**config.mk**
```make
export PLATFORM = sky130hd
export DESIGN_NAME = simplified_aes_cipher_unit
export DESIGN_NICKNAME = d
export VERILOG_FILES = /design/src/hw/rtl/saes_pkg.sv /design/src/hw/rtl/saes_key_sched.sv /design/src/hw/rtl/saes_round_pipe.sv /design/src/hw/rtl/simplified_aes_cipher_unit.sv
export VERILOG_INCLUDE_DIRS = /design/src /design/src/hw/rtl
export SDC_FILE = /design/constraint.sdc
export NUM_CORES = 1
export LEC_CHECK = 0
export ABC_AREA = 1
export BUFFER_PORTS_ARGS = -buffer_cell sky130_fd_sc_hd__clkbuf_2
export CAP_MARGIN = 20
export CORE_MARGIN = 3
export CORE_UTILIZATION = 50
export CTS_CLUSTER_SIZE = 28
export DETAILED_ROUTE_END_ITERATION = 7
export GPL_TIMING_DRIVEN = 0
export PLACE_DENSITY = 0.7
export SLEW_MARGIN = 20
export SYNTH_ARGS = -nofsm -noshare
export SYNTH_HDL_FRONTEND = slang
export SYNTH_SLANG_ARGS = --single-unit
```
**constraint.sdc**
```tcl
create_clock -name clk -period 2.5 [get_ports clk]
set_input_delay 0.5 -clock clk [delete_from_list [all_inputs] [get_ports clk]]
set_output_delay 0.5 -clock clk [all_outputs]
set_load 0.02 [all_outputs]
```
**src/hw/rtl/assert_macros.svh**
```systemverilog
// ----------------------------------------------------------------------------
// Assertion macros shared by the RTL.
// Assertions are compiled for simulation only and vanish under synthesis.
// ----------------------------------------------------------------------------
`ifndef ASSERT_MACROS_SVH
`define ASSERT_MACROS_SVH

`ifndef SYNTHESIS

// The property must hold at every rising edge outside reset.
`define SAES_ASSERT(label, clk, rst_n, prop, msg) \
  label: assert property (@(posedge clk) disable iff (!rst_n) (prop)) else $error(msg);

// The condition must never be seen at a rising edge outside reset.
`define SAES_NEVER(label, clk, rst_n, cond, msg) \
  label: assert property (@(posedge clk) disable iff (!rst_n) !(cond)) else $error(msg);

`else

`define SAES_ASSERT(label, clk, rst_n, prop, msg)
`define SAES_NEVER(label, clk, rst_n, cond, msg)

`endif

`endif

```
**src/hw/rtl/saes_pkg.sv**
```systemverilog
// ----------------------------------------------------------------------------
// saes_pkg
// Types, tables and nibble functions of the simplified AES cipher.
// ----------------------------------------------------------------------------
`timescale 1ns / 1ps

package saes_pkg;

  localparam int BLOCK_W = 16;
  localparam int KEY_W   = 16;

  typedef logic [BLOCK_W-1:0] block_t;
  typedef logic [7:0]         word_t;
  typedef logic [3:0]         nib_t;
  typedef nib_t               nib_tab_t [16];

  // Operation codes carried with each transaction.
  localparam logic OP_ENCRYPT = 1'b0;
  localparam logic OP_DECRYPT = 1'b1;

  // Round constants of the key schedule.
  localparam word_t RCON_1 = 8'h80;
  localparam word_t RCON_2 = 8'h30;

  localparam nib_tab_t SBOX_FWD = '{
    4'h9, 4'h4, 4'hA, 4'hB, 4'hD, 4'h1, 4'h8, 4'h5,
    4'h6, 4'h2, 4'h0, 4'h3, 4'hC, 4'hE, 4'hF, 4'h7
  };
  localparam nib_tab_t SBOX_INV = '{
    4'hA, 4'h5, 4'h9, 4'hB, 4'h1, 4'h7, 4'h8, 4'hF,
    4'h6, 4'h0, 4'h2, 4'h3, 4'hC, 4'h4, 4'hD, 4'hE
  };
  // Products in GF(16) modulo x^4+x+1; a zero nibble gives zero.
  localparam nib_tab_t MUL4 = '{
    4'h0, 4'h4, 4'h8, 4'hC, 4'h3, 4'h7, 4'hB, 4'hF,
    4'h6, 4'h2, 4'hE, 4'hA, 4'h5, 4'h1, 4'hD, 4'h9
  };
  localparam nib_tab_t MUL2 = '{
    4'h0, 4'h2, 4'h4, 4'h6, 4'h8, 4'hA, 4'hC, 4'hE,
    4'h3, 4'h1, 4'h7, 4'h5, 4'hB, 4'h9, 4'hF, 4'hD
  };
  localparam nib_tab_t MUL9 = '{
    4'h0, 4'h9, 4'h1, 4'h8, 4'h2, 4'hB, 4'h3, 4'hA,
    4'h4, 4'hD, 4'h5, 4'hC, 4'h6, 4'hF, 4'h7, 4'hE
  };

  // The three round keys, travelling as one group.
  typedef struct packed {
    block_t rk0;
    block_t rk1;
    block_t rk2;
  } key_set_t;

  function automatic block_t sub_fwd(input block_t v);
    return {SBOX_FWD[v[15:12]], SBOX_FWD[v[11:8]], SBOX_FWD[v[7:4]], SBOX_FWD[v[3:0]]};
  endfunction

  function automatic block_t sub_inv(input block_t v);
    return {SBOX_INV[v[15:12]], SBOX_INV[v[11:8]], SBOX_INV[v[7:4]], SBOX_INV[v[3:0]]};
  endfunction

  // Swaps nibbles 1 and 3; the row shift is its own inverse.
  function automatic block_t swap_rows(input block_t v);
    return {v[15:12], v[3:0], v[7:4], v[11:8]};
  endfunction

  function automatic block_t mix_fwd(input block_t v);
    return {v[15:12] ^ MUL4[v[11:8]], v[11:8] ^ MUL4[v[15:12]],
            v[7:4] ^ MUL4[v[3:0]], v[3:0] ^ MUL4[v[7:4]]};
  endfunction

  function automatic block_t mix_inv(input block_t v);
    return {MUL9[v[15:12]] ^ MUL2[v[11:8]], MUL2[v[15:12]] ^ MUL9[v[11:8]],
            MUL9[v[7:4]] ^ MUL2[v[3:0]], MUL2[v[7:4]] ^ MUL9[v[3:0]]};
  endfunction

  // Rotates the two nibbles of a word and substitutes both.
  function automatic word_t sub_rot(input word_t w);
    return {SBOX_FWD[w[3:0]], SBOX_FWD[w[7:4]]};
  endfunction

  function automatic key_set_t expand_key(input logic [KEY_W-1:0] key);
    word_t w0, w1, w2, w3, w4, w5;
    key_set_t rk;
    w0 = key[15:8];
    w1 = key[7:0];
    w2 = w0 ^ RCON_1 ^ sub_rot(w1);
    w3 = w2 ^ w1;
    w4 = w2 ^ RCON_2 ^ sub_rot(w3);
    w5 = w4 ^ w3;
    rk.rk0 = {w0, w1};
    rk.rk1 = {w2, w3};
    rk.rk2 = {w4, w5};
    return rk;
  endfunction

endpackage

```
**src/hw/rtl/saes_key_sched.sv**
```systemverilog
// ----------------------------------------------------------------------------
// saes_key_sched
// Holds the cipher key as its three expanded round keys.
// ----------------------------------------------------------------------------
`timescale 1ns / 1ps

module saes_key_sched (
  input  logic                       clk,
  input  logic                       rst_n,
  input  logic                       cfg_wr_en,
  input  logic [saes_pkg::KEY_W-1:0] cfg_wr_data,
  output saes_pkg::key_set_t         key_set
);

  saes_pkg::key_set_t rk_r;
  saes_pkg::key_set_t rk_nxt;

  // The expansion is done on the write, so the datapath sees settled keys.
  always_comb begin
    rk_nxt = rk_r;
    if (cfg_wr_en) begin
      rk_nxt = saes_pkg::expand_key(cfg_wr_data);
    end
  end

  always_ff @(posedge clk) begin
    if (!rst_n) begin
      rk_r <= saes_pkg::expand_key('0);
    end else begin
      rk_r <= rk_nxt;
    end
  end

  assign key_set = rk_r;

endmodule

```
**src/hw/rtl/saes_round_pipe.sv**
```systemverilog
// ----------------------------------------------------------------------------
// saes_round_pipe
// Three-stage cipher datapath with per-stage valid bits and stall handling.
// ----------------------------------------------------------------------------
`timescale 1ns / 1ps

`include "assert_macros.svh"

module saes_round_pipe (
  input  logic               clk,
  input  logic               rst_n,
  input  saes_pkg::key_set_t key_set,
  input  logic               in_valid,
  output logic               in_stall,
  input  logic               in_operation,
  input  saes_pkg::block_t   in_data_block,
  output logic               out_valid,
  input  logic               out_stall,
  output saes_pkg::block_t   out_result_block
);

  logic             v1_r, v2_r, v3_r;
  logic             v1_nxt, v2_nxt, v3_nxt;
  logic             op1_r, op2_r;
  saes_pkg::block_t d1_r, d2_r, d3_r;
  saes_pkg::block_t d1_nxt, d2_nxt, d3_nxt;
  saes_pkg::block_t s1_add;
  saes_pkg::block_t s2_add;
  logic             en1, en2, en3;

  // A stage loads when it is empty or its contents move on.
  assign en3      = !v3_r || !out_stall;
  assign en2      = !v2_r || en3;
  assign en1      = !v1_r || en2;
  assign in_stall = !en1;

  // Stage 1: first key addition, then substitution and row shift (in the
  // inverse order when decrypting).
  always_comb begin
    s1_add = in_data_block ^
             ((in_operation == saes_pkg::OP_DECRYPT) ? key_set.rk2 : key_set.rk0);
    if (in_operation == saes_pkg::OP_DECRYPT) begin
      d1_nxt = saes_pkg::sub_inv(saes_pkg::swap_rows(s1_add));
    end else begin
      d1_nxt = saes_pkg::swap_rows(saes_pkg::sub_fwd(s1_add));
    end
  end

  // Stage 2: column mix and the middle key addition.
  always_comb begin
    s2_add = d1_r ^ key_set.rk1;
    if (op1_r == saes_pkg::OP_DECRYPT) begin
      d2_nxt = saes_pkg::mix_inv(s2_add);
    end else begin
      d2_nxt = saes_pkg::mix_fwd(d1_r) ^ key_set.rk1;
    end
  end

  // Stage 3: last substitution and row shift, then the final key addition.
  always_comb begin
    if (op2_r == saes_pkg::OP_DECRYPT) begin
      d3_nxt = saes_pkg::sub_inv(saes_pkg::swap_rows(d2_r)) ^ key_set.rk0;
    end else begin
      d3_nxt = saes_pkg::swap_rows(saes_pkg::sub_fwd(d2_r)) ^ key_set.rk2;
    end
  end

  assign v1_nxt = en1 ? in_valid : v1_r;
  assign v2_nxt = en2 ? v1_r     : v2_r;
  assign v3_nxt = en3 ? v2_r     : v3_r;

  always_ff @(posedge clk) begin
    if (!rst_n) begin
      v1_r <= 1'b0;
      v2_r <= 1'b0;
      v3_r <= 1'b0;
    end else begin
      v1_r <= v1_nxt;
      v2_r <= v2_nxt;
      v3_r <= v3_nxt;
    end
  end

  always_ff @(posedge clk) begin
    if (en1) begin
      d1_r  <= d1_nxt;
      op1_r <= in_operation;
    end
    if (en2) begin
      d2_r  <= d2_nxt;
      op2_r <= op1_r;
    end
    if (en3) begin
      d3_r <= d3_nxt;
    end
  end

  assign out_valid        = v3_r;
  assign out_result_block = d3_r;

  // The input side only holds off when every stage is occupied.
  `SAES_ASSERT(a_stall_full, clk, rst_n, in_stall |-> (v1_r && v2_r && v3_r),
               "input stalled with an empty stage")
  // A transaction in stage 2 that cannot move must keep its data.
  `SAES_ASSERT(a_hold_s2, clk, rst_n, (v2_r && !en3) |=> (v2_r && $stable(d2_r)),
               "stage 2 lost or changed a held transaction")
  // The output only becomes valid from a transaction in stage 2.
  `SAES_ASSERT(a_out_source, clk, rst_n, $rose(v3_r) |-> $past(v2_r),
               "output became valid without a transaction behind it")
  // Stage 1 is never overwritten while it is full and blocked.
  `SAES_NEVER(a_no_overrun, clk, rst_n, in_valid && !in_stall && v1_r && !en2,
              "stage 1 overwritten while blocked")

endmodule

```
**src/hw/rtl/simplified_aes_cipher_unit.sv**
```systemverilog
// ----------------------------------------------------------------------------
// simplified_aes_cipher_unit
// Simplified AES on 16-bit blocks: encrypt or decrypt one block a cycle while the output is not stalled.
// ----------------------------------------------------------------------------
// Usage:
//   The key is written through cfg_wr_en / cfg_wr_data; it is expanded into
//   three round keys at the write and applies to transactions that follow.
//   Write it only while no transaction is in flight.
//   Input transactions (in_operation, in_data_block) are accepted when
//   in_valid is high and in_stall is low; in_operation 0 encrypts, 1 decrypts.
//   Each one gives one result on out_result_block, accepted when out_valid
//   is high and out_stall is low.
//   Each block passes through the three register stages of table and XOR
//   logic before out_valid rises. Throughput is one transaction per cycle
//   while out_stall is low, set by the pipeline, which takes a new block
//   every cycle unless in_stall is high.
//   When the receiver stalls, the stages fill up and in_stall rises only once
//   all three hold a transaction; nothing is lost or repeated.
//   Reset (rst_n low, synchronous) empties the pipeline and restores the
//   round keys of an all-zero key.
// ----------------------------------------------------------------------------
`timescale 1ns / 1ps

module simplified_aes_cipher_unit (
  input  logic                         clk,
  input  logic                         rst_n,
  input  logic                         cfg_wr_en,
  input  logic [saes_pkg::KEY_W-1:0]   cfg_wr_data,
  input  logic                         in_valid,
  output logic                         in_stall,
  input  logic                         in_operation,
  input  logic [saes_pkg::BLOCK_W-1:0] in_data_block,
  output logic                         out_valid,
  input  logic                         out_stall,
  output logic [saes_pkg::BLOCK_W-1:0] out_result_block
);

  saes_pkg::key_set_t key_set;

  saes_key_sched u_key_sched (
    .clk         (clk),
    .rst_n       (rst_n),
    .cfg_wr_en   (cfg_wr_en),
    .cfg_wr_data (cfg_wr_data),
    .key_set     (key_set)
  );

  saes_round_pipe u_round_pipe (
    .clk              (clk),
    .rst_n            (rst_n),
    .key_set          (key_set),
    .in_valid         (in_valid),
    .in_stall         (in_stall),
    .in_operation     (in_operation),
    .in_data_block    (in_data_block),
    .out_valid        (out_valid),
    .out_stall        (out_stall),
    .out_result_block (out_result_block)
  );

endmodule
```
---- Word level (Yosys, flattened, before mapping) ----
Memory sizes are Yosys's and may differ from the RTL's.
Index checks and enable logic that the tools add are counted.
storage, ports and cells
  register bits after elaboration ......... 101
  ROM bits ................................ 2,048
  bits of input ports ..................... 38
  word-level logic and storage cells ...... 178
  memories ................................ 32
memories
  name             words  width  rd ports  clocked after Yosys merged registers in  write ports  line            RTL
  (no name shown)  16     4      1         0                                        0            saes_pkg.sv:55  return {SBOX_FWD[v[15:12]], SBOX_FWD[v[11:8]], SBOX_FWD[v[7:4]], SBOX_FWD[v[3:0]]};
  (no name shown)  16     4      1         0                                        0            saes_pkg.sv:55
  (no name shown)  16     4      1         0                                        0            saes_pkg.sv:55
  (no name shown)  16     4      1         0                                        0            saes_pkg.sv:73  return {MUL9[v[15:12]] ^ MUL2[v[11:8]], MUL2[v[15:12]] ^ MUL9[v[11:8]],
  (no name shown)  16     4      1         0                                        0            saes_pkg.sv:73
  (no name shown)  16     4      1         0                                        0            saes_pkg.sv:73
  +26 memories     n/a    n/a    n/a       n/a                                      n/a          n/a
cells by class
  $lt $le $gt $ge ......................... 20
  multiplexer cells ....................... 68
  bitwise operators ....................... 39
  reduce and logical (&&, ||, !) cells .... 8
operator list
  operator              number
  $mux W4               64
  $ge A5 B5 Y1 const B  20
  $not A4 Y5            20
  $xor A16 B16 Y16      5
  $mux W16              4
  $xor A4 B4 Y4         8
  $xor A8 B8 Y8         4
  $logic_not A1 Y1      5
  $logic_or A1 B1 Y1    3
  $not A2 Y2            1
  $not A1 Y1            1

---- Logic depth before layout (Yosys ltp) ----
Gate-level depths: netlist of the first run.
  depth in word-level cells ............... 12
  mapped depth ............................ 19
  mapped depth without buffers ............ 19

---- Modules after synthesis ----
Synthesis of the first run repeated with hierarchy kept, for this count alone.
unflattened totals
  cells, all modules ...................... 1,310
  area, all modules ....................... 9,049.9 µm²
modules (own cells, without submodules)
  module           instances  cells each  area each (µm²)  seq. area each (µm²)
  saes_round_pipe  1          887         5,969.5          1,561.5
  saes_key_sched   1          423         3,080.5          960.9

---- Worst setup path after synthesis of the first run ----
OpenSTA, ideal clock, no wires.
  path kind ............................... input to register
  from .................................... in out_stall
  to ...................................... reg u_round_pipe.d1_r[0] (enable)
  setup time .............................. 0.369 ns
  arrival ................................. 2.033 ns
  data required time ...................... 2.131 ns
  path slack .............................. 0.097 ns
  stages on the path ...................... 5
  path buffers ............................ 0
  cell sequence ........................... nand2_1 nor2_1 inv_1 nor2_1 inv_1
on the way
  longest elaborated chain between the ends .. 4
ends and longest elaborated chain
  what                  line                              RTL
  from (decl)           simplified_aes_cipher_unit.sv:34  input logic out_stall,
  $logic_not A1 Y1      saes_round_pipe.sv:32             assign en3 = !v3_r || !out_stall;
  $logic_or A1 B1 Y1    saes_round_pipe.sv:32
  $logic_or A1 B1 Y1    saes_round_pipe.sv:33             assign en2 = !v2_r || en3;
  net u_round_pipe.en2  saes_round_pipe.sv:29             logic en1, en2, en3;
  $logic_or A1 B1 Y1    saes_round_pipe.sv:34             assign en1 = !v1_r || en2;
  to (signal assigned)  saes_round_pipe.sv:86             d1_r <= d1_nxt;
  to (decl)             saes_round_pipe.sv:25             saes_pkg::block_t d1_r, d2_r, d3_r;
The timed path passes the listed nets, and every way through them passes these cells.
A chain may end at the register's enable or synchronous reset.

---- Final worst setup path of the first run ----
  from .................................... in in_operation
  to ...................................... reg u_round_pipe.d1_r[15], data pin
on the way
  longest elaborated chain between the ends .. 7
  elaborated cells between the ends (all ways) .. 10
ends and longest elaborated chain
  what                                      line                              RTL
  from (decl)                               simplified_aes_cipher_unit.sv:31  input logic in_operation,
  $mux W16                                  saes_round_pipe.sv:41             ((in_operation == saes_pkg::OP_DECRYPT) ? key_set.rk2 : key_set.rk0);
  $xor A16 B16 Y16                          saes_round_pipe.sv:40             s1_add = in_data_block ^
  $not A4 Y5 (not written as such)          saes_pkg.sv:55, saes_pkg.sv:59
  $mem_v2 Z16 W4 (on tied branches)         n/a
  $mux W4 (on tied branches) (2 in series)  saes_pkg.sv:55, saes_pkg.sv:59
  $mux W16 *                                saes_round_pipe.sv:42             if (in_operation == saes_pkg::OP_DECRYPT) begin
  net u_round_pipe.d1_nxt[15]               saes_round_pipe.sv:26             saes_pkg::block_t d1_nxt, d2_nxt, d3_nxt;
The timed path passes the listed nets; every way through them passes the cells marked *. The select of a mux whose other input is x is not followed.

==> results.ini, run 1 <==
[placed_design]
place.detailed.hpwl_um=18380
place_area_sq_mm=0.008970
port_buffers=52
routabilityCongestion=0.9315
dp_cells=1431

[synthesis]
syn-cell-area_sq_mm=0.008439
syn_nets=1275
yosysUniqueCellTypes=51
synth-seq-area-share_pct=29.89
netlist.area_leader.share_pct=17.79
synth_enable_flop_cells=50
yosys_warnings=0
synthTopCellsByArea=edfxtp_1 18%, dfxtp_1 12%, nand2_1 11%, ha_1 11%, o21ai_0 6.8%
synth_ff_type=dfxtp_1
avgSynthCellArea_sq_um=7.257
async_flop_share_pct=0
netlist_instances=1163
synth_top_area_cell=edfxtp_1
yosys-top-cells-count=251 x nand2_1, 115 x inv_1, 115 x o21ai_0
synth.most_common_cell=nand2_1
ys_seq_elements=101

[floorplan]
die_y_um=135.9
fp-row-count=46
die_w_um=135.9
fp.coreArea_sq_mm=0.01617
die-area_sq_mm=0.01847
io-pin-count=56
initial_core_util_pct=52.18

[timing]
worstMarginPinSlew_ns=0.7731
clock_skew_ns=0.01261
max_freq_ghz=0.4199
period_minus_slack_ns=2.382
relSlewSlack_pct=47.91
slew_viol_final=0
period_share_pct=95.27
hold_viol=0
finalSetupViolCount=0

[drt]
routedWlPerCell_um=15.96
initialDrtViolationCount=627
vias=7987
detail_route.drc_violations=0
drt-vias-per-instance=5.463
routed_wl_um=23340
drt_pass1_iterations=5
ant_nets=0

[critical_path]
cp_slowest_cell=o21ai_2
crit_path_end_kind=flip-flop
path_class=input pin to flip-flop
path_buf_inv=3
regToRegStartpoint=u_key_sched.key_set[15]
crit_required_ns=2.59
cp_top_family=compound AO/OA/AOI/OAI gates
crit_fanout=10
cp-start-kind=input pin
worst_r2r_endpoint=u_round_pipe.d1_r[15]
ff2ff_setup_slack_ns=0.20
critPathMaxStageDelay_ns=0.39
r2r_cells=6
arrival_ns=2.47
worstPathCellList=clkbuf_2 > buf_4 > o21ai_2 > xor2_4 > inv_1 > ha_1 > o311ai_0 > o311ai_1

[run_status]
outcome=finished clean

[worst_hold_path]
hp-start=in_valid
worstHoldEndpoint=u_round_pipe.v1_r
hold_class=input pin to flip-flop
whs_path_depth=3

[power]
peakVddDrop_mv=0.5530
p_per_area_mw_per_mm2=886.7
p_leak_uw=0.004448
power_uw=8461

[clock_tree]
numCtsBuffers=9
root_buffer=clkbuf_16
cts_tree=built
cts_buffer_depth=2
h-tree-depth=3
ctsHoldBuffers=0
clock_sinks=101
clk_latency_ns=0.36
clk_pin_slew_ns=0.07

[job]
maxCapViolations=0

[layout]
antenna_cells=0
design_area_sq_mm=0.009542
final_nets=1353
drive_gt1_share_pct=15.25
finalNonFillerCells=1462
fillers=1509
syn_to_final_growth_pct=13.06

[grt]
grt_max_degree=20
grt_use_total_pct=25.74
antenna_found_initial=0
overflow=0
grt_pass1_vias=7018
grt_pass1_wl_um=37180

[area by class of cell]
cell class	instances	area (sq um)	area share, %
clock buffer	12	260.3	2.728
timing repair buffer	67	386.6	4.052
tap	216	270.3	2.832
sequential	101	2522	26.44
multi-input combinational	895	5351	56.08
buffer	39	197.7	2.072
clock inverter	4	55.05	0.5770
inverter	128	498.0	5.219
[worst register-to-register path: stages, from the launching register on]
cell      delay (ns)
dfxtp_1         0.33
inv_1           0.10
o21ai_0         0.64
xnor2_2         0.24
inv_1           0.20
o311ai_0        0.37
o311ai_1        0.16
[state kept, by name, summed over array words and instances, names as in the netlist]
register                       cells
u_round_pipe.out_valid             1
u_round_pipe.out_result_block     16
u_round_pipe.op1_r                 1
u_round_pipe.d1_r                 16
u_round_pipe.v1_r                  1
u_round_pipe.v2_r                  1
u_round_pipe.op2_r                 1
u_key_sched.key_set               48
u_round_pipe.d2_r                 16
[metrics by stage]
step	hold slack (ns)	utilization [%]	setup TNS, ns	setup WS, ns
5_1_grt	0.4029	59.00	-0.07024	-0.03218
3_5_place_dp	0.4466	55.46	-19.02	-0.8787
3_3_place_gp	0.4291	55.46	-17.44	-0.7835
4_1_cts	0.3576	57.99	0	0.02717
6_report	0.3571	59.00	0	0.1184
2_1_floorplan	0.4244	-	0	0.09747
[power by group]
part	leakage, uW	internal, uW	switching (uW)
clock	0.000153	848	637
combinational	0.00334	1600	2660
sequential	0.000959	2310	410
[worst max path at each step]
stage	endpoint	cells past startpoint	slack [ns]	start
after global routing	u_key_sched.key_set[0]	19	-0.03	cfg_wr_data[1]
final	u_round_pipe.d1_r[15]	8	0.12	in_operation
after global placement	u_round_pipe.d1_r[15]	8	-0.78	in_operation
after floorplan	u_round_pipe.d1_r[0]	5	0.1	out_stall
after CTS	u_key_sched.key_set[0]	18	0.03	cfg_wr_data[1]
after detailed placement	u_round_pipe.d1_r[15]	8	-0.88	in_operation
[layer usage]
layer	wire length (um)	global-route usage [%]	share of wire, %
met5	0	0	0
met4	531	7.223	2.3
met3	1555	2.813	6.7
met2	10690	42.23	46
met1	10560	36.06	45
[layout by cell type, fill, tap and decap left out, drive strengths merged, types with 50 or more instances in the layout]
cell type and n:
nand2 269, a21oi 71, nor2 83, edfxtp 50, dfxtp 51, inv 124, nand3 109, clkbuf 83
o21ai 127, ha 74
[cells by family (layout without fill, tap and decap cells)]
group	count (synthesis)	after routing	share of synthesized area [%]
and+or+nand+nor	503	503	26.95
muxes	2	2	0.2372
buffers and inverters	167	250	8.065
DFF	101	101	29.89
AOI/OAI and AO/OA	243	243	15.95
xor gates and xnor gates	73	73	7.932
adders and majority gates	74	74	10.97
[repair_timing]
| action | 4_1_cts | 5_1_grt |
|---|---|---|
| setup endpoints to repair | 35 | 42 |
| pin swaps | 0 | 6 |
| setup buffers | 5 | 10 |
| cloned | 0 | 0 |
| gates resized for setup | 16 | 26 |
| endpoints found under the hold margin | 0 | 0 |
(Power assumes the default switching activity.)
==> run 2: changes to the inputs <==
--- a/config.mk
+++ b/config.mk
@@ -6,10 +6,9 @@
 export SDC_FILE = /design/constraint.sdc
 export NUM_CORES = 1
 export LEC_CHECK = 0
-export ABC_AREA = 1
 export BUFFER_PORTS_ARGS = -buffer_cell sky130_fd_sc_hd__clkbuf_2
 export CAP_MARGIN = 20
-export CORE_MARGIN = 3
+export CORE_MARGIN = 2
 export CORE_UTILIZATION = 50
 export CTS_CLUSTER_SIZE = 28
 export DETAILED_ROUTE_END_ITERATION = 7
==> results.ini, run 2 <==
[run_status]
outcome=complete, but fails checks
violations=negative setup slack

[floorplan]
io-pin-count=56
die_y_um=131.3
die-area_sq_mm=0.01724
fp.coreArea_sq_mm=0.01589
fp-row-count=46
die_w_um=131.3
initial_core_util_pct=51.02

[timing]
fin_hold_ws_ns=0.3708
clock_skew_ns=0.005648
relSlewSlack_pct=44.75
slew_viol_final=0
worstMarginPinSlew_ns=0.8288
period_minus_slack_ns=2.639
max_freq_ghz=0.3790
hold_viol=0
rsz0062_at_grt=yes
finalSetupViolCount=4
layout_setup_ws_ns=-0.1388
period_share_pct=105.6

[synthesis]
syn_nets=1007
synthTopCellsByArea=edfxtp_1 19%, dfxtp_1 13%, ha_1 11%, xnor2_1 8.5%, mux2i_1 5.6%
yosys_warnings=0
synth_top_area_cell=edfxtp_1
yosysUniqueCellTypes=75
synth_top_family_by_area=compound AO/OA/AOI/OAI gates
netlist.area_leader.share_pct=18.53
syn-cell-area_sq_mm=0.008104
synth-simple-area-share_pct=13.86
synth_ff_type=dfxtp_1
synth-adder-area-share_pct=11.43
synth-seq-area-share_pct=31.13
netlist_instances=895
async_flop_share_pct=0
synth.most_common_cell=nor2_1
synth_enable_flop_cells=50
synth_compound_area_share_pct=17.28
synthMuxAreaShare_pct=7.226
avgSynthCellArea_sq_um=9.055
ys_seq_elements=101
synth_xor_area_share_pct=14.91
yosys-top-cells-count=82 x nor2_1, 79 x xnor2_1, 74 x ha_1

[layout]
syn_to_final_growth_pct=21.49
final_common_cell=nor2_1
drive_gt1_share_pct=19.24
largest_reg_flops=48
final_nets=1105
layout_common_cells=82 x nor2_1, 70 x xnor2_1, 66 x ha_1, 61 x nand2_1, 58 x a21oi_1
antenna_cells=0
fillers=1371

[clock_tree]
root_buffer=clkbuf_16
clk_latency_ns=0.35
clock_sinks=101
clk_pin_slew_ns=0.07
cts_tree=built
cts_buffer_depth=2
numCtsBuffers=9
h-tree-depth=3
ctsHoldBuffers=0

[power]
peakVddDrop_mv=0.4451
p_per_area_mw_per_mm2=929.3
p_leak_uw=0.003933

[drt]
ant_nets=0
detail_route.drc_violations=0
drt-vias-per-instance=5.769
drt_pass1_iterations=7
vias=7004
routedWlPerCell_um=18.50
initialDrtViolationCount=729
routed_wl_um=22450

[critical_path]
path_buf_inv=4
cp_top_family=adder cells
path_class=input pin to flip-flop
crit_path_end_kind=flip-flop
arrival_ns=2.83
critPathMaxStageDelay_ns=0.52
crit_fanout=4
crit_required_ns=2.69
cp_slowest_cell=mux4_2
cp-start-kind=input pin
worstPathCellList=clkbuf_16 > inv_8 > ha_4 > inv_2 > mux4_2 > xnor2_4 > ha_4 > inv_2 > or4_4 > o2111ai_4 > o21a_1 > o2111ai_1

[job]
maxCapViolations=0

[grt]
overflow=0
grt_max_degree=19
grt_use_total_pct=25.14
grt_pass1_vias=6378
antenna_found_initial=0
grt_pass1_wl_um=34220

[placed_design]
port_buffers=53
post-place-ws_ns=-0.9523
place.detailed.hpwl_um=16780
routabilityCongestion=0.9705

[worst_hold_path]
hold_class=input pin to flip-flop

run 2: cell count changes after synthesis, moves of 43 or more:
| cell | change |
|---|---|
| inv_1 | -76 |
| mux2i_1 | +43 |
| nand2_1 | -190 |
| nand3_1 | -78 |
| o21ai_0 | -66 |
| xnor2_1 | +49 |
run 2: area by class of cell:
type	count	area (sq um)	share of cell area [%]
multi-input combinational	708	5754	58.44
inverter	42	195.2	1.982
buffer	44	215.2	2.186
tap	216	270.3	2.745
clock inverter	7	51.30	0.5210
clock buffer	9	225.2	2.287
timing repair buffer	87	611.8	6.214
sequential	101	2522	25.62
run 2: kinds of logic after synthesis:
kind of cell | after synthesis
buffers and inverters | 86
and+or+nand+nor | 239
adders and majority gates | 74
DFF | 101
muxes | 52
AOI/OAI and AO/OA | 211
xor gates and xnor gates | 132
run 2: worst paths after layout:
| path | start | endpoint | slack [ns] | depth (start not counted) |
|---|---|---|---|---|
| hold reg to reg | u_round_pipe.v2_r | u_round_pipe.out_valid | 0.47 | 2 |
| hold / removal | in_operation | u_round_pipe.op1_r | 0.37 | 1 |
| setup / recovery | cfg_wr_data[0] | u_key_sched.key_set[8] | -0.14 | 12 |
| setup reg to reg | u_key_sched.key_set[10] | u_round_pipe.d1_r[0] | 0.20 | 6 |
run 2: power by group:
group	total (uW)	leakage, uW	switching, uW	internal [uW]
sequential	2840	0.000949	492	2350
clock	1310	0.000122	635	677
combinational	4990	0.00286	2810	2180
total	9150	0.00393	3940	5210
run 2: repair_timing:
| action | CTS | global route |
|---|---|---|
| setup buffers | 25 | 10 |
| gates cloned | 0 | 0 |
| setup endpoints to repair | 27 | 25 |
| gates resized for setup | 42 | 39 |
| pin swaps | 13 | 15 |
run 2: layer usage:
layer	part of all wire (%)	track usage, %	vias up	wire length [um]
met5	0	0	-	0
met4	3.8	11.05	0	845
met3	6.7	5.054	47	1502
met2	46	39.15	268	10310
met1	44	33.97	3309	9797
li1	-	-	3380	-
run 2: stage by stage:
step	instances	TNS (ns)	utilization [%]	cell area (sq um)	total power, uW
2_1_floorplan	895	-1.237	-	8315	6405
3_3_place_gp	1164	-16.48	55.72	8851	7383
3_5_place_dp	1164	-16.87	55.72	8851	7478
4_1_cts	1205	-0.3230	59.87	9510	8917
5_1_grt	1214	-0.7126	61.98	9846	9786
6_report	1214	-0.3049	61.98	9846	9149
==> run 3: changes to the inputs <==
--- a/config.mk
+++ b/config.mk
@@ -8,6 +8,7 @@
 export LEC_CHECK = 0
 export BUFFER_PORTS_ARGS = -buffer_cell sky130_fd_sc_hd__clkbuf_2
 export CAP_MARGIN = 20
+export CORE_ASPECT_RATIO = 0.7
 export CORE_MARGIN = 2
 export CORE_UTILIZATION = 50
 export CTS_CLUSTER_SIZE = 28
@@ -17,4 +18,5 @@
 export SLEW_MARGIN = 20
 export SYNTH_ARGS = -nofsm -noshare
 export SYNTH_HDL_FRONTEND = slang
+export SYNTH_HIERARCHICAL = 1
 export SYNTH_SLANG_ARGS = --single-unit
==> results.ini, run 3 <==
[clock_tree]
cts_tree=built
clock_sinks=101
numCtsBuffers=9
root_buffer=clkbuf_16
h-tree-depth=3
clk_pin_slew_ns=0.07
cts_buffer_depth=2
clk_latency_ns=0.35

[synthesis]
async_flop_share_pct=0
synth-simple-area-share_pct=10.63
netlist_instances=858
ys_seq_elements=101
synthMuxAreaShare_pct=12.29
synth-adder-area-share_pct=11.12
yosys-top-cells-count=81 x nor2_1, 74 x ha_1, 70 x xnor2_1
syn_nets=970
synth.most_common_cell=nor2_1
synth_xor_area_share_pct=16.76
syn-cell-area_sq_mm=0.008325
synth_ff_type=dfxtp_1
synth_top_family_by_area=XOR/XNOR gates
synth_top_area_cell=edfxtp_1
synthTopCellsByArea=edfxtp_1 18%, dfxtp_1 12%, ha_1 11%, mux2i_1 8.1%, xnor2_1 7.4%
yosys_warnings=6
synth_compound_area_share_pct=14.47
synth_enable_flop_cells=50
avgSynthCellArea_sq_um=9.703
synth-seq-area-share_pct=30.30
netlist.area_leader.share_pct=18.03
yosysUniqueCellTypes=72

[timing]
slew_viol_final=0
hold_viol=0
clock_skew_ns=0.006980
finalSetupViolCount=0
relSlewSlack_pct=41.70
worstMarginPinSlew_ns=0.8745
max_freq_ghz=0.4037
period_share_pct=99.08
period_minus_slack_ns=2.477
rsz0062_at_grt=yes
setup_tns_ns=0

[floorplan]
fp-row-count=39
die_w_um=158.2
initial_core_util_pct=51.08
io-pin-count=56
fp.coreArea_sq_mm=0.01630
die-area_sq_mm=0.01772
die_y_um=112.0

[grt]
grt_pass1_vias=5838
overflow=0
antenna_found_initial=0
grt_pass1_wl_um=33270
grt_use_total_pct=24.86
grt_max_degree=19

[drt]
ant_nets=0
detail_route.drc_violations=0
drt_pass1_iterations=6
routedWlPerCell_um=18.61
routed_wl_um=21890
vias=6572
drt-vias-per-instance=5.588
initialDrtViolationCount=575

[critical_path]
critPathMaxStageDelay_ns=0.38
ff2ff_setup_slack_ns=0.17
cp_top_family=multiplexers
r2r_cells=8
path_class=input pin to flip-flop
cp_slowest_cell=mux2i_4
crit_required_ns=2.59
crit_fanout=10
path_depth=10
arrival_ns=2.56
path_buf_inv=4
worstPathCellList=clkbuf_2 > buf_12 > buf_12 > mux2i_4 > xor2_4 > inv_1 > ha_2 > mux2_2 > mux2i_1 > a21oi_1
crit_path_frequent_cell=buf_12
crit_path_end_kind=flip-flop
cp-start-kind=input pin

[power]
p_per_area_mw_per_mm2=967.6
p_leak_uw=0.004045
peakVddDrop_mv=0.4518

[layout]
finalCoreUtilization_pct=59.47
design_area_sq_mm=0.009693
finalNonFillerCells=1176
largest_reg_flops=48
syn_to_final_growth_pct=16.43
layout_common_cells=81 x nor2_1, 68 x xnor2_1, 67 x ha_1, 61 x mux2i_1, 51 x dfxtp_1
final_nets=1058
antenna_cells=0
final_common_cell=nor2_1
drive_gt1_share_pct=20.61

[placed_design]
port_buffers=53
dp_cells=1136
routabilityCongestion=0.9628
place.detailed.hpwl_um=16750
place_area_sq_mm=0.009005

[worst_hold_path]
whs_path_depth=2
hold_class=input pin to flip-flop

[job]
maxCapViolations=0

[run_status]
outcome=finished clean

[run 3: cell types whose count changed in the layout (fill, tap and decap cells not counted), sizes merged, moves of 5 or more]
cell    previous run  this run
a211oi            12        21
a21oi             60        51
clkbuf            93        84
mux2               2         9
mux2i             46        77
nand2             62        48
nor2b             11         6
nor3              31        16
o211ai            15         8
o21ai             51        41
o31ai              2         8
[run 3: layer usage]
metal | track usage (%) | vias to the layer above | part of all wire [%]
met5 | 0 | - | 0
met4 | 4.324 | 0 | 0.78
met2 | 36.55 | 249 | 43
met3 | 5.372 | 19 | 7.8
met1 | 37.87 | 3098 | 49
li1 | - | 3206 | -
[run 3: logic make-up after synthesis]
logic type | after synthesis
compound gates | 177
flops | 101
buf+inv | 83
simple gates | 197
fa+ha+maj | 74
mux | 89
xor+xnor | 137
[run 3: per-stage QoR]
step	power, uW	hold slack, ns	setup slack [ns]
after floorplan	6631	0.4244	-0.03073
after global placement	7670	0.4363	-0.6954
after detailed placement	7771	0.4380	-0.6985
after CTS	9221	0.3459	-0.04482
after global routing	10060	0.3616	-0.02666
final	9379	0.3546	0.02294
[run 3: power breakdown]
part	total (uW)	switching (uW)	internal [uW]
combinational	5180	2870	2320
clock	1360	661	696
sequential	2840	467	2370
[run 3: path summary, 6_finish.rpt]
check,end,start
hold / removal,u_round_pipe/v1_r,in_valid
hold reg to reg,u_round_pipe/op2_r,u_round_pipe/op1_r
setup / recovery,u_round_pipe/d1_r[1],in_operation
setup reg to reg,u_round_pipe/d1_r[14],u_key_sched/key_set[44]
[run 3: what timing repair did]
| action | 4_1_cts | 5_1_grt |
|---|---|---|
| setup buffers | 6 | 18 |
| hold buffers | 0 | 0 |
| gates resized for setup | 21 | 21 |
| setup endpoints to repair | 24 | 20 |
| pin swaps | 4 | 16 |
[run 3: layout make-up]
cell class              instances  area, sq um
fillers                      1421         6605
inverters                      41        193.9
well taps                     225        281.5
clock inverters                 6        55.05
repair buffers                 77        494.2
multi-input cells             674         5688
plain buffers                  42        229.0
clock buffers                  10        229.0
flip-flops and latches        101         2522
